`src/hw/rtl/pwmt_pkg.sv`:
```
// Shared types, register codes and defaults for the PWM timer.
// No dependencies; used by every module of the block.
package pwmt_pkg;

    localparam int DEF_COUNT_WIDTH   = 16;
    localparam int DEF_CHANNEL_COUNT = 4;

    localparam int SEL_W  = 3;
    localparam int DATA_W = 16;
    localparam int PWM_W  = 4;

    localparam logic REQ_TICK  = 1'b0;
    localparam logic REQ_WRITE = 1'b1;

    localparam logic [SEL_W-1:0] REG_PSC   = 3'd0;
    localparam logic [SEL_W-1:0] REG_PER   = 3'd1;
    localparam logic [SEL_W-1:0] REG_CMP1  = 3'd2;
    localparam logic [SEL_W-1:0] REG_CMP2  = 3'd3;
    localparam logic [SEL_W-1:0] REG_CMP3  = 3'd4;
    localparam logic [SEL_W-1:0] REG_CMP4  = 3'd5;
    localparam logic [SEL_W-1:0] REG_CTRL  = 3'd6;
    localparam logic [SEL_W-1:0] REG_FORCE = 3'd7;

    typedef struct packed {
        logic              req_type;
        logic [SEL_W-1:0]  reg_sel;
        logic [DATA_W-1:0] write_data;
    } t_item;

endpackage

```
`src/hw/rtl/pwm_timer_with_preload.sv`:
```
// Top level of the four-channel up-counting PWM timer with preload registers.
// Depends on pwmt_pkg, pwmt_core and pwmt_cmp.
//
//  channel | valid / ready             | payload
//  --------+---------------------------+------------------------------------------
//  in      | i_in_valid / o_in_ready   | i_req_type, i_reg_sel, i_write_data
//  out     | o_out_valid / i_out_ready | o_pwm_out, o_count_value, o_update_event
//
// One item per cycle sustained while the output is not stalled.
// An input register feeds the state update, whose result lands in the output register.
// Reset clears the counters, both stage valids and the timer registers (period ones go to all ones).
// A stalled output holds its result; the input register still takes one more item if it is empty.
module pwm_timer_with_preload
    import pwmt_pkg::*;
#(
    parameter int COUNT_WIDTH   = DEF_COUNT_WIDTH,
    parameter int CHANNEL_COUNT = DEF_CHANNEL_COUNT
) (
    input  logic              i_clk,
    input  logic              i_rst_n,
    input  logic              i_in_valid,
    output logic              o_in_ready,
    input  logic              i_req_type,
    input  logic [SEL_W-1:0]  i_reg_sel,
    input  logic [DATA_W-1:0] i_write_data,
    output logic              o_out_valid,
    input  logic              i_out_ready,
    output logic [PWM_W-1:0]  o_pwm_out,
    output logic [DATA_W-1:0] o_count_value,
    output logic              o_update_event
);

    logic   r_in_vld, n_in_vld;
    t_item  r_in;
    logic   r_out_vld, n_out_vld;
    logic   advance;

    logic [COUNT_WIDTH-1:0]                    count;
    logic [CHANNEL_COUNT-1:0][COUNT_WIDTH-1:0] cmp;
    logic [CHANNEL_COUNT-1:0]                  en;
    logic                                      upd;
    logic [PWM_W-1:0]                          pwm;

    logic [PWM_W-1:0]  r_pwm;
    logic [DATA_W-1:0] r_count;
    logic              r_upd;

    assign advance    = r_in_vld && (!r_out_vld || i_out_ready);
    assign o_in_ready = !r_in_vld || advance;

    always_comb begin
        n_in_vld = r_in_vld;
        if (i_in_valid && o_in_ready) begin
            n_in_vld = 1'b1;
        end else if (advance) begin
            n_in_vld = 1'b0;
        end
        n_out_vld = r_out_vld;
        if (advance) begin
            n_out_vld = 1'b1;
        end else if (i_out_ready) begin
            n_out_vld = 1'b0;
        end
    end

    always_ff @(posedge i_clk) begin
        if (!i_rst_n) begin
            r_in_vld  <= 1'b0;
            r_out_vld <= 1'b0;
        end else begin
            r_in_vld  <= n_in_vld;
            r_out_vld <= n_out_vld;
        end
    end

    always_ff @(posedge i_clk) begin
        if (i_in_valid && o_in_ready) begin
            r_in.req_type   <= i_req_type;
            r_in.reg_sel    <= i_reg_sel;
            r_in.write_data <= i_write_data;
        end
        if (advance) begin
            r_pwm   <= pwm;
            r_count <= DATA_W'(count);
            r_upd   <= upd;
        end
    end

    pwmt_core #(
        .COUNT_WIDTH   (COUNT_WIDTH),
        .CHANNEL_COUNT (CHANNEL_COUNT)
    ) u_core (
        .i_clk   (i_clk),
        .i_rst_n (i_rst_n),
        .i_step  (advance),
        .i_item  (r_in),
        .o_count (count),
        .o_cmp   (cmp),
        .o_en    (en),
        .o_upd   (upd)
    );

    pwmt_cmp #(
        .COUNT_WIDTH   (COUNT_WIDTH),
        .CHANNEL_COUNT (CHANNEL_COUNT)
    ) u_cmp (
        .i_count (count),
        .i_cmp   (cmp),
        .i_en    (en),
        .o_pwm   (pwm)
    );

    assign o_out_valid    = r_out_vld;
    assign o_pwm_out      = r_pwm;
    assign o_count_value  = r_count;
    assign o_update_event = r_upd;

    a_upd_zero: assert property (@(posedge i_clk) disable iff (!i_rst_n)
        r_out_vld && r_upd |-> r_count == '0)
        else $error("update event with non-zero counter");

    a_empty_ready: assert property (@(posedge i_clk) disable iff (!i_rst_n)
        !r_out_vld |-> o_in_ready)
        else $error("input stalled with empty output stage");

    a_no_loss: assert property (@(posedge i_clk) disable iff (!i_rst_n)
        r_in_vld && !advance |=> r_in_vld)
        else $error("pending item dropped");

endmodule

```
`src/hw/rtl/pwmt_core.sv`:
```
// Timer state: prescaler, main counter, preload and active registers, control.
// Depends on pwmt_pkg; next-state values feed the result register in the top level.
module pwmt_core
    import pwmt_pkg::*;
#(
    parameter int COUNT_WIDTH   = DEF_COUNT_WIDTH,
    parameter int CHANNEL_COUNT = DEF_CHANNEL_COUNT
) (
    input  logic                                     i_clk,
    input  logic                                     i_rst_n,
    input  logic                                     i_step,
    input  t_item                                    i_item,
    output logic [COUNT_WIDTH-1:0]                   o_count,
    output logic [CHANNEL_COUNT-1:0][COUNT_WIDTH-1:0] o_cmp,
    output logic [CHANNEL_COUNT-1:0]                 o_en,
    output logic                                     o_upd
);

    logic [COUNT_WIDTH-1:0] r_psc_cnt, n_psc_cnt;
    logic [COUNT_WIDTH-1:0] r_cnt,     n_cnt;
    logic [COUNT_WIDTH-1:0] r_psc_act, n_psc_act;
    logic [COUNT_WIDTH-1:0] r_psc_sh,  n_psc_sh;
    logic [COUNT_WIDTH-1:0] r_per_act, n_per_act;
    logic [COUNT_WIDTH-1:0] r_per_sh,  n_per_sh;
    logic [CHANNEL_COUNT-1:0][COUNT_WIDTH-1:0] r_cmp_act, n_cmp_act;
    logic [CHANNEL_COUNT-1:0][COUNT_WIDTH-1:0] r_cmp_sh,  n_cmp_sh;
    logic                     r_run, n_run;
    logic [CHANNEL_COUNT-1:0] r_en,  n_en;
    logic                     load;
    logic [COUNT_WIDTH-1:0]   wdata;

    assign wdata = COUNT_WIDTH'(i_item.write_data);

    always_comb begin
        n_psc_cnt = r_psc_cnt;
        n_cnt     = r_cnt;
        n_psc_sh  = r_psc_sh;
        n_per_sh  = r_per_sh;
        n_cmp_sh  = r_cmp_sh;
        n_run     = r_run;
        n_en      = r_en;
        load      = 1'b0;
        if (i_item.req_type == REQ_TICK) begin
            if (r_run) begin
                if (r_psc_cnt >= r_psc_act) begin
                    n_psc_cnt = '0;
                    if (r_cnt >= r_per_act) begin
                        n_cnt = '0;
                        load  = 1'b1;
                    end else begin
                        n_cnt = r_cnt + 1'b1;
                    end
                end else begin
                    n_psc_cnt = r_psc_cnt + 1'b1;
                end
            end
        end else begin
            case (i_item.reg_sel)
                REG_PSC: begin
                    n_psc_sh = wdata;
                end
                REG_PER: begin
                    n_per_sh = wdata;
                end
                REG_CTRL: begin
                    n_run = i_item.write_data[0];
                    n_en  = i_item.write_data[CHANNEL_COUNT:1];
                end
                REG_FORCE: begin
                    n_psc_cnt = '0;
                    n_cnt     = '0;
                    load      = 1'b1;
                end
                default: begin
                    for (int c = 0; c < CHANNEL_COUNT; c++) begin
                        if (i_item.reg_sel == REG_CMP1 + SEL_W'(c)) begin
                            n_cmp_sh[c] = wdata;
                        end
                    end
                end
            endcase
        end
        n_psc_act = load ? r_psc_sh : r_psc_act;
        n_per_act = load ? r_per_sh : r_per_act;
        n_cmp_act = load ? r_cmp_sh : r_cmp_act;
    end

    always_ff @(posedge i_clk) begin
        if (!i_rst_n) begin
            r_psc_cnt <= '0;
            r_cnt     <= '0;
            r_psc_act <= '0;
            r_psc_sh  <= '0;
            r_per_act <= '1;
            r_per_sh  <= '1;
            r_cmp_act <= '0;
            r_cmp_sh  <= '0;
            r_run     <= 1'b0;
            r_en      <= '0;
        end else if (i_step) begin
            r_psc_cnt <= n_psc_cnt;
            r_cnt     <= n_cnt;
            r_psc_act <= n_psc_act;
            r_psc_sh  <= n_psc_sh;
            r_per_act <= n_per_act;
            r_per_sh  <= n_per_sh;
            r_cmp_act <= n_cmp_act;
            r_cmp_sh  <= n_cmp_sh;
            r_run     <= n_run;
            r_en      <= n_en;
        end
    end

    assign o_count = n_cnt;
    assign o_cmp   = n_cmp_act;
    assign o_en    = n_en;
    assign o_upd   = load;

    a_psc_bound: assert property (@(posedge i_clk) disable iff (!i_rst_n)
        r_psc_cnt <= r_psc_act)
        else $error("prescale count beyond active prescaler");

    a_cnt_bound: assert property (@(posedge i_clk) disable iff (!i_rst_n)
        r_cnt <= r_per_act)
        else $error("main count beyond active period");

    a_hold: assert property (@(posedge i_clk) disable iff (!i_rst_n)
        !i_step |=> $stable(r_cnt) && $stable(r_cmp_act) && $stable(r_per_act))
        else $error("timer state moved without a transfer");

endmodule

```
`src/hw/rtl/pwmt_cmp.sv`:
```
// Output compare: one comparator per channel against the active compare value.
// Depends on pwmt_pkg; driven by pwmt_core.
module pwmt_cmp
    import pwmt_pkg::*;
#(
    parameter int COUNT_WIDTH   = DEF_COUNT_WIDTH,
    parameter int CHANNEL_COUNT = DEF_CHANNEL_COUNT
) (
    input  logic [COUNT_WIDTH-1:0]                    i_count,
    input  logic [CHANNEL_COUNT-1:0][COUNT_WIDTH-1:0] i_cmp,
    input  logic [CHANNEL_COUNT-1:0]                  i_en,
    output logic [PWM_W-1:0]                          o_pwm
);

    for (genvar c = 0; c < PWM_W; c++) begin : g_ch
        if (c < CHANNEL_COUNT) begin : g_used
            assign o_pwm[c] = i_en[c] && (i_count < i_cmp[c]);
        end else begin : g_unused
            assign o_pwm[c] = 1'b0;
        end
    end

endmodule
```
`config.mk`:
```
export PLATFORM = sky130hd
export DESIGN_NAME = pwm_timer_with_preload
export DESIGN_NICKNAME = d
export VERILOG_FILES = /design/src/hw/rtl/pwmt_pkg.sv /design/src/hw/rtl/pwm_timer_with_preload.sv /design/src/hw/rtl/pwmt_core.sv /design/src/hw/rtl/pwmt_cmp.sv
export SDC_FILE = /design/constraint.sdc
export NUM_CORES = 1
export LEC_CHECK = 0
export BUFFER_PORTS_ARGS = -buffer_cell sky130_fd_sc_hd__buf_4
export CORE_MARGIN = 8
export CORE_UTILIZATION = 40
export CTS_BUF_LIST = sky130_fd_sc_hd__clkbuf_8
export CTS_CLUSTER_DIAMETER = 40
export DETAILED_ROUTE_END_ITERATION = 10
export MAX_ROUTING_LAYER = met4
export PLACE_DENSITY_LB_ADDON = 0.3
export SETUP_SLACK_MARGIN = 0.2
export SLEW_MARGIN = 20
export SYNTH_ARGS = -nofsm -noshare
export SYNTH_HDL_FRONTEND = slang
export SYNTH_SLANG_ARGS = --single-unit
```
`constraint.sdc`:
```
create_clock -name i_clk -period 6 [get_ports i_clk]
set_input_delay 0 -clock i_clk [delete_from_list [all_inputs] [get_ports i_clk]]
set_output_delay 0 -clock i_clk [all_outputs]
set_load 0.005 [all_outputs]
```
==> key figures, run 1 <==
Final layout
  • Diode count: 0
  • Most frequent cells in the layout: nand2_1 (233), dfxtp_1 (231), mux2i_1 (205)
  • Final instance area: about 0.016 mm²
  • Layout Nets: between 1,500 and 2,000
  • Fraction of layout cells with a size suffix above 1: 0.1135
  • Non-Filler Instances: 2,016
  • Layout area overhead: 16.03%
  • Commonest non-fill, non-tap cell in the layout: nand2_1

Yosys
  • Mapped Area: 0.01353 mm²
  • Number of flops mapped to enable cells by yosys: 41
  • Count of warnings emitted by yosys: 0
  • Avg Cell Area, Syn: 9.277 µm²
  • Gate count of the mapped netlist: between 1,000 and 1,500
  • Syn Nets: 1,576
  • Synth top area share: 0.3419
  • Synth cell types: between 50 and 60
  • Share of flip-flops with an asynchronous set or reset: 0
  • Synth top area cells: dfxtp_1 (34%), mux2i_1 (15%), edfxtp_1 (9.1%)
  • Synthesized flop and latch total: ~270
  • Register area share after synthesis: 0.4329
  • Primary FF master, synth: dfxtp_1
  • Cell taking the most area after synthesis: dfxtp_1

Timing
  • Max Freq: 0.1946 GHz
  • Hold Vio Cnt, Final: 0
  • Final setup viols: 0
  • Max-slew violations: 0
  • Final period utilization: 0.8562
  • RSZ-0062 raised after global routing: no
  • Fin crit period: between 5000 and 6000 ps
  • Worst Max-Slew Pin Slew: between 1000 and 1500 ps
  • Final Skew: 47.21 ps
  • Post-route setup TNS: 0 ps
  • Max-slew headroom: 0.2657

Placed design
  • HPWL after DPL: 25,310 µm
  • Placed Instances: 1,899
  • Placed cell areas: roughly 0.014 mm²
  • Port buffer count: 46
  • Gp weighted congestion: 0.8593

Run status
  • Outcome: finished, final reports clean

Route
  • Via count of the routed design: ~11,000
  • Residual DRC count: 0
  • Post-DRT Antenna Nets: 0
  • Final wirelength: 37,810 µm
  • Pre-antenna DRT Iters: 9
  • Drt wl/cell: 18.76 µm
  • Vias per cell: 5.346
  • DR iter-0 viols: 630

Setup path
  • WS Path Type: reg2reg
  • Max FO, Critical Path: 17
  • Setup slack, reg-to-reg: 860 ps
  • CP Capture Type: flip-flop
  • Worst path required time: between 6000 and 7000 ps
  • Arr. time, crit path: 5560 ps
  • Worst setup SP type: flip-flop

Clock network
  • CTS tree: yes
  • Clk sinks: 272
  • CTS root buf: clkbuf_8
  • H-tree depth: 2
  • Post-CTS Setup Bufs: 0
  • Max Buffers Root-to-Sink: 3
  • Skew-Pair Late Insertion Delay: 600 ps
  • Reg clk slew, reported paths: approximately 60 ps
  • Number of CTS-inserted buffers: between 50 and 60

Floorplanning
  • Core Footprint: 0.03345 mm²
  • Die H: 199.9 µm
  • Initial core utilization: 0.4044
  • Io pins: 47
  • Core Rows: 67
  • Die area: 0.03995 mm²
  • Die Span X: 199.9 µm

GRT
  • Initial antenna violation count: 0
  • First-pass GRT wire length: just under 60,000 µm
  • Largest net degree at the start of global routing: 105
  • GRT Total Usage: 0.1938
  • Overflow after GRT: 0
  • Vias in the first global route: between 10,000 and 15,000

Power and ir drop
  • Lkg Pwr: 6.779 nW
  • Pwr Density: 250.2 mW/mm²
  • Power, Total: 3.926 mW
  • Maximum VDD drop: between 0.00015 and 0.0002 V

Flow run
  • Maxcap violations: 0

Worst hold path
  • Hold WC Path Type: in2reg
metal layers:
| metal | part of all wire | track usage | wire length (µm) |
|---|---|---|---|
| met1 | 0.47 | 0.2523 | 17600 |
| met2 | 0.45 | 0.3029 | 17140 |
| met5 | 0 | - | 0 |
| met4 | 0.037 | 0.07466 | 1400 |
| met3 | 0.044 | 0.02699 | 1671 |
sequential cells by signal, summed over array words and instances, names as in the netlist:
name,count
u_core.r_cmp_act,64
u_core.r_cmp_sh,64
r_in,20
o_count_value,16
u_core.r_cnt,16
u_core.r_per_act,16
u_core.r_per_sh,16
u_core.r_psc_act,16
u_core.r_psc_cnt,16
u_core.r_psc_sh,16
o_pwm_out,4
u_core.r_en,4
o_out_valid,1
o_update_event,1
r_in_vld,1
u_core.r_run,1
critical path, stage by stage (launching register included):
cell	delay [ps]
dfxtp_1	540
inv_1	110
ha_1	280
nand2b_1	140
a2111o_1	410
a311oi_2	400
nand2_2	260
a21oi_1	240
buf_4	250
nand2_1	60
o21ai_0	330
buf_4	250
ha_1	260
a21o_1	180
a21o_1	180
a21o_1	210
a21o_1	180
a211oi_1	330
o2111ai_1	180
o2bb2ai_1	170
cell families (layout without fill, tap and decap cells):
group,after synthesis,in the layout,synth area share
xor+xnor,15,15,0.009714
buf+inv,153,263,0.04551
fa+ha+maj,94,94,0.08696
simple gates,462,462,0.1472
compound gates,252,252,0.1218
mux,210,210,0.1559
flops,272,272,0.4329
worst paths after layout:
path | startpoint | to | depth (start not counted)
worst max-delay path | u_core.r_cnt[0] | o_pwm_out[2] | 19
worst max register to register | u_core.r_cnt[0] | o_pwm_out[2] | 19
worst min register to register | u_core.r_cmp_sh[31] | u_core.r_cmp_act[31] | 2
worst min-delay path | i_write_data[8] | r_in[8] | 2
stage by stage:
stage / hold slack [ps] / setup slack, ps / utilization
floorplan: 98.87 / 1315 / -
global placement: 178.6 / 1022 / 0.4297
detailed placement: 179.5 / 905.1 / 0.4297
CTS: 112.4 / 878.3 / 0.4684
global route: 123.9 / 559.0 / 0.4692
finish: 137.8 / 862.5 / 0.4692
power breakdown:
| group | total (mW) | internal, mW | switching, mW | leakage, nW |
|---|---|---|---|---|
| clock network | 1.83 | 1.03 | 0.801 | 0.601 |
| logic | 0.183 | 0.0671 | 0.116 | 3.92 |
| registers | 1.92 | 1.88 | 0.0404 | 2.25 |
| total | 3.93 | 2.97 | 0.957 | 6.78 |
cell type report:
type,instances,area (µm²)
clock buffers,62,853.3
clock inverters,30,203.9
fillers,3178,17750
inverters,67,252.7
multi-input cells,1033,7098
flip-flops and latches,272,5856
well taps,448,560.5
repair buffers,104,869.6
Yosys cell counts (8+ instances only):
master and n:
a211oi_1 8, a21o_1 15, a21oi_1 61, a22oi_1 9, a31oi_1 10, and2_1 8, buf_2 11, clkbuf_1 66
dfxtp_1 231, edfxtp_1 41, ha_1 94, inv_1 65, mux2i_1 205, nand2_1 233, nand2b_1 15, nand3_1 24
nand4_1 18, nor2_1 125, o211ai_1 52, o21ai_0 64, xnor2_1 9
timing repair:
action,CTS,global route
gates resized for setup,0,0
hold endpoints to repair,67,0
hold buffers,24,0
(Power assumes the default switching activity.)
==> run 2, diff against run 1 <==
Settings changed: CORE_UTILIZATION 40 to 46, CTS_BUF_LIST sky130_fd_sc_hd__clkbuf_8 to sky130_fd_sc_hd__clkbuf_4 sky130_fd_sc_hd__clkbuf_8.
==> run 2 against run 1 <==
  * Sequential cell count is the same
  * Worst setup slack got worse by 130 ps
  * Via count rose by 0.73%
  * Critical path depth fell by 2
  * Maximum frequency decreased by 2.5%
  * Cell area fell by 0.23%
  * Clock power rose by 7%
  * Clock skew down 23 ps
  * Largest power group is now the clock network
==> key figures, run 2 (same netlist as run 1, synthesis figures left out) <==
Timing
  • RSZ-0062 raised after global routing: no
  • Worst Max-Slew Pin Slew: 1130 ps
  • Max Freq: between 0.15 and 0.2 GHz
  • Final Skew: 24.60 ps
  • Post-route setup TNS: 0 ps
  • Hold Vio Cnt, Final: 0
  • Tightest hold margin: 135.1 ps
  • Fin crit period: 5267 ps
  • Max-slew headroom: 0.2466
  • Final setup viols: 0
  • Final period utilization: 0.8779
  • Max-slew violations: 0

Setup path
  • Arr. time, crit path: roughly 5700 ps
  • Max FO, Critical Path: 24
  • Worst stage delay on the critical path: around 540 ps
  • Crit path max-delay family: compound AO/OA/AOI/OAI gates
  • Worst setup SP type: flip-flop
  • Buf/Inv on CP: 2
  • Worst path cell trace: inv_1 -> ha_1 -> nand2b_1 -> a2111o_1 -> a311oi_2 -> nand2_2 -> a21oi_1 -> buf_4 -> o21ai_0 -> a31oi_1 -> ha_1 -> a21o_1 -> a21o_1 -> a21oi_1 -> o221ai_1 -> or4_1 -> o32ai_1
  • WS Path Type: reg2reg
  • CP Capture Type: flip-flop
  • Slowest cell on the critical path: a31oi_1
  • Worst path required time: ~6400 ps

Floorplanning
  • Die Span X: roughly 190 µm
  • Initial core utilization: 0.4687
  • Core Footprint: 0.02886 mm²
  • Core Rows: 62
  • Die H: 187.5 µm
  • Die area: ~0.035 mm²
  • Io pins: 47

GRT
  • Largest net degree at the start of global routing: 104
  • Overflow after GRT: 0
  • Vias in the first global route: 10,540
  • Initial antenna violation count: 2
  • First-pass GRT wire length: approximately 59,000 µm
  • GRT Total Usage: 0.2154

Clock network
  • CTS root buf: clkbuf_8
  • Number of CTS-inserted buffers: 51
  • Clk sinks: 272
  • Max Buffers Root-to-Sink: 3
  • Post-CTS Setup Bufs: 0
  • CTS tree: yes
  • Skew-Pair Late Insertion Delay: 580 ps
  • H-tree depth: 2
  • Reg clk slew, reported paths: 70 ps

Flow run
  • Maxcap violations: 0

Placed design
  • Gp weighted congestion: 0.9626
  • HPWL after DPL: about 25,000 µm
  • Placed Instances: 1,830
  • Placed cell areas: ~0.014 mm²
  • Port buffer count: 46

Final layout
  • Commonest non-fill, non-tap cell in the layout: nand2_1
  • Layout Nets: 1,641
  • Fraction of layout cells with a size suffix above 1: 0.1239
  • Largest registers: u_core.r_cmp_act: 64 flops, u_core.r_cmp_sh: 64 flops, r_in: 20 flops
  • Register area: 0.005856 mm²
  • Area occupied by multi-input gates: 0.007103 mm²
  • Fillers: between 2,000 and 3,000
  • Layout area overhead: 15.76%
  • Non-Filler Instances: 1,951
  • Most frequent cells in the layout: nand2_1 (233), dfxtp_1 (231), mux2i_1 (205)
  • Final instance area: 0.01566 mm²

Power and ir drop
  • Pwr Density: 259.0 mW/mm²
  • Power, Total: 4.055 mW
  • Lkg Pwr: 6.764 nW
  • Maximum VDD drop: 0.0001889 V

Route
  • Drt wl/cell: 19.35 µm
  • Pre-antenna DRT Iters: 5
  • DR iter-0 viols: 820
  • Via count of the routed design: 10,860
  • Residual DRC count: 0
  • Vias per cell: roughly 5.6
  • Post-DRT Antenna Nets: 0
  • Final wirelength: 37,760 µm

Run status
  • Outcome: finished, final reports clean

Worst hold path
  • Hold WC Path Type: in2reg
run 2: cell types whose count changed in the layout (fill, tap and decap cells not counted), sizes merged, moves of 3 or more:
| cell | previous run | this run |
|---|---|---|
| clkbuf | 62 | 77 |
| inv | 84 | 70 |
| buf | 80 | 74 |
| clkinv | 8 | 11 |
run 2: path summary, 6_finish.rpt:
| path | start | to | slack [ps] | cells after the start |
|---|---|---|---|---|
| worst max-delay path | u_core.r_cnt[0] | o_pwm_out[1] | 730 | 17 |
| worst min-delay path | i_write_data[14] | r_in[14] | 140 | 2 |
| worst max register to register | u_core.r_cnt[0] | o_pwm_out[1] | 730 | 17 |
| worst min register to register | u_core.r_psc_sh[1] | u_core.r_psc_act[1] | 450 | 2 |
run 2: per-stage QoR:
stage	worst slack, ps	utilization
6_report	732.8	0.5426
5_1_grt	421.2	0.5426
4_1_cts	793.9	0.5423
3_5_place_dp	836.7	0.4945
3_3_place_gp	1038	0.4945
2_1_floorplan	1315	-
run 2: cell type report:
| type | instances | area share |
|---|---|---|
| timing repair buffer | 98 | 0.05266 |
| tap | 384 | 0.03069 |
| sequential | 272 | 0.3740 |
| inverter | 67 | 0.01606 |
| multi-input combinational | 1033 | 0.4537 |
| clock inverter | 19 | 0.01231 |
| antenna | 1 | 0.0001598 |
| clock buffer | 77 | 0.06049 |
run 2: layer usage:
metal	part of all wire	up-vias	GRT usage
met2	0.45	311	0.3305
li1	-	5267	-
met5	0	-	-
met4	0.027	0	0.07273
met1	0.46	5207	0.2838
met3	0.061	71	0.03822
run 2: what timing repair did:
item                      CTS  global route
gates resized for setup     0             0
hold endpoints to repair   75             0
hold buffers               24             0
run 2: power breakdown:
part | leakage [nW] | switching, mW | total, mW | internal, mW
clock network | 0.608 | 0.808 | 1.96 | 1.15
logic | 3.90 | 0.113 | 0.178 | 0.0650
registers | 2.25 | 0.0415 | 1.92 | 1.88
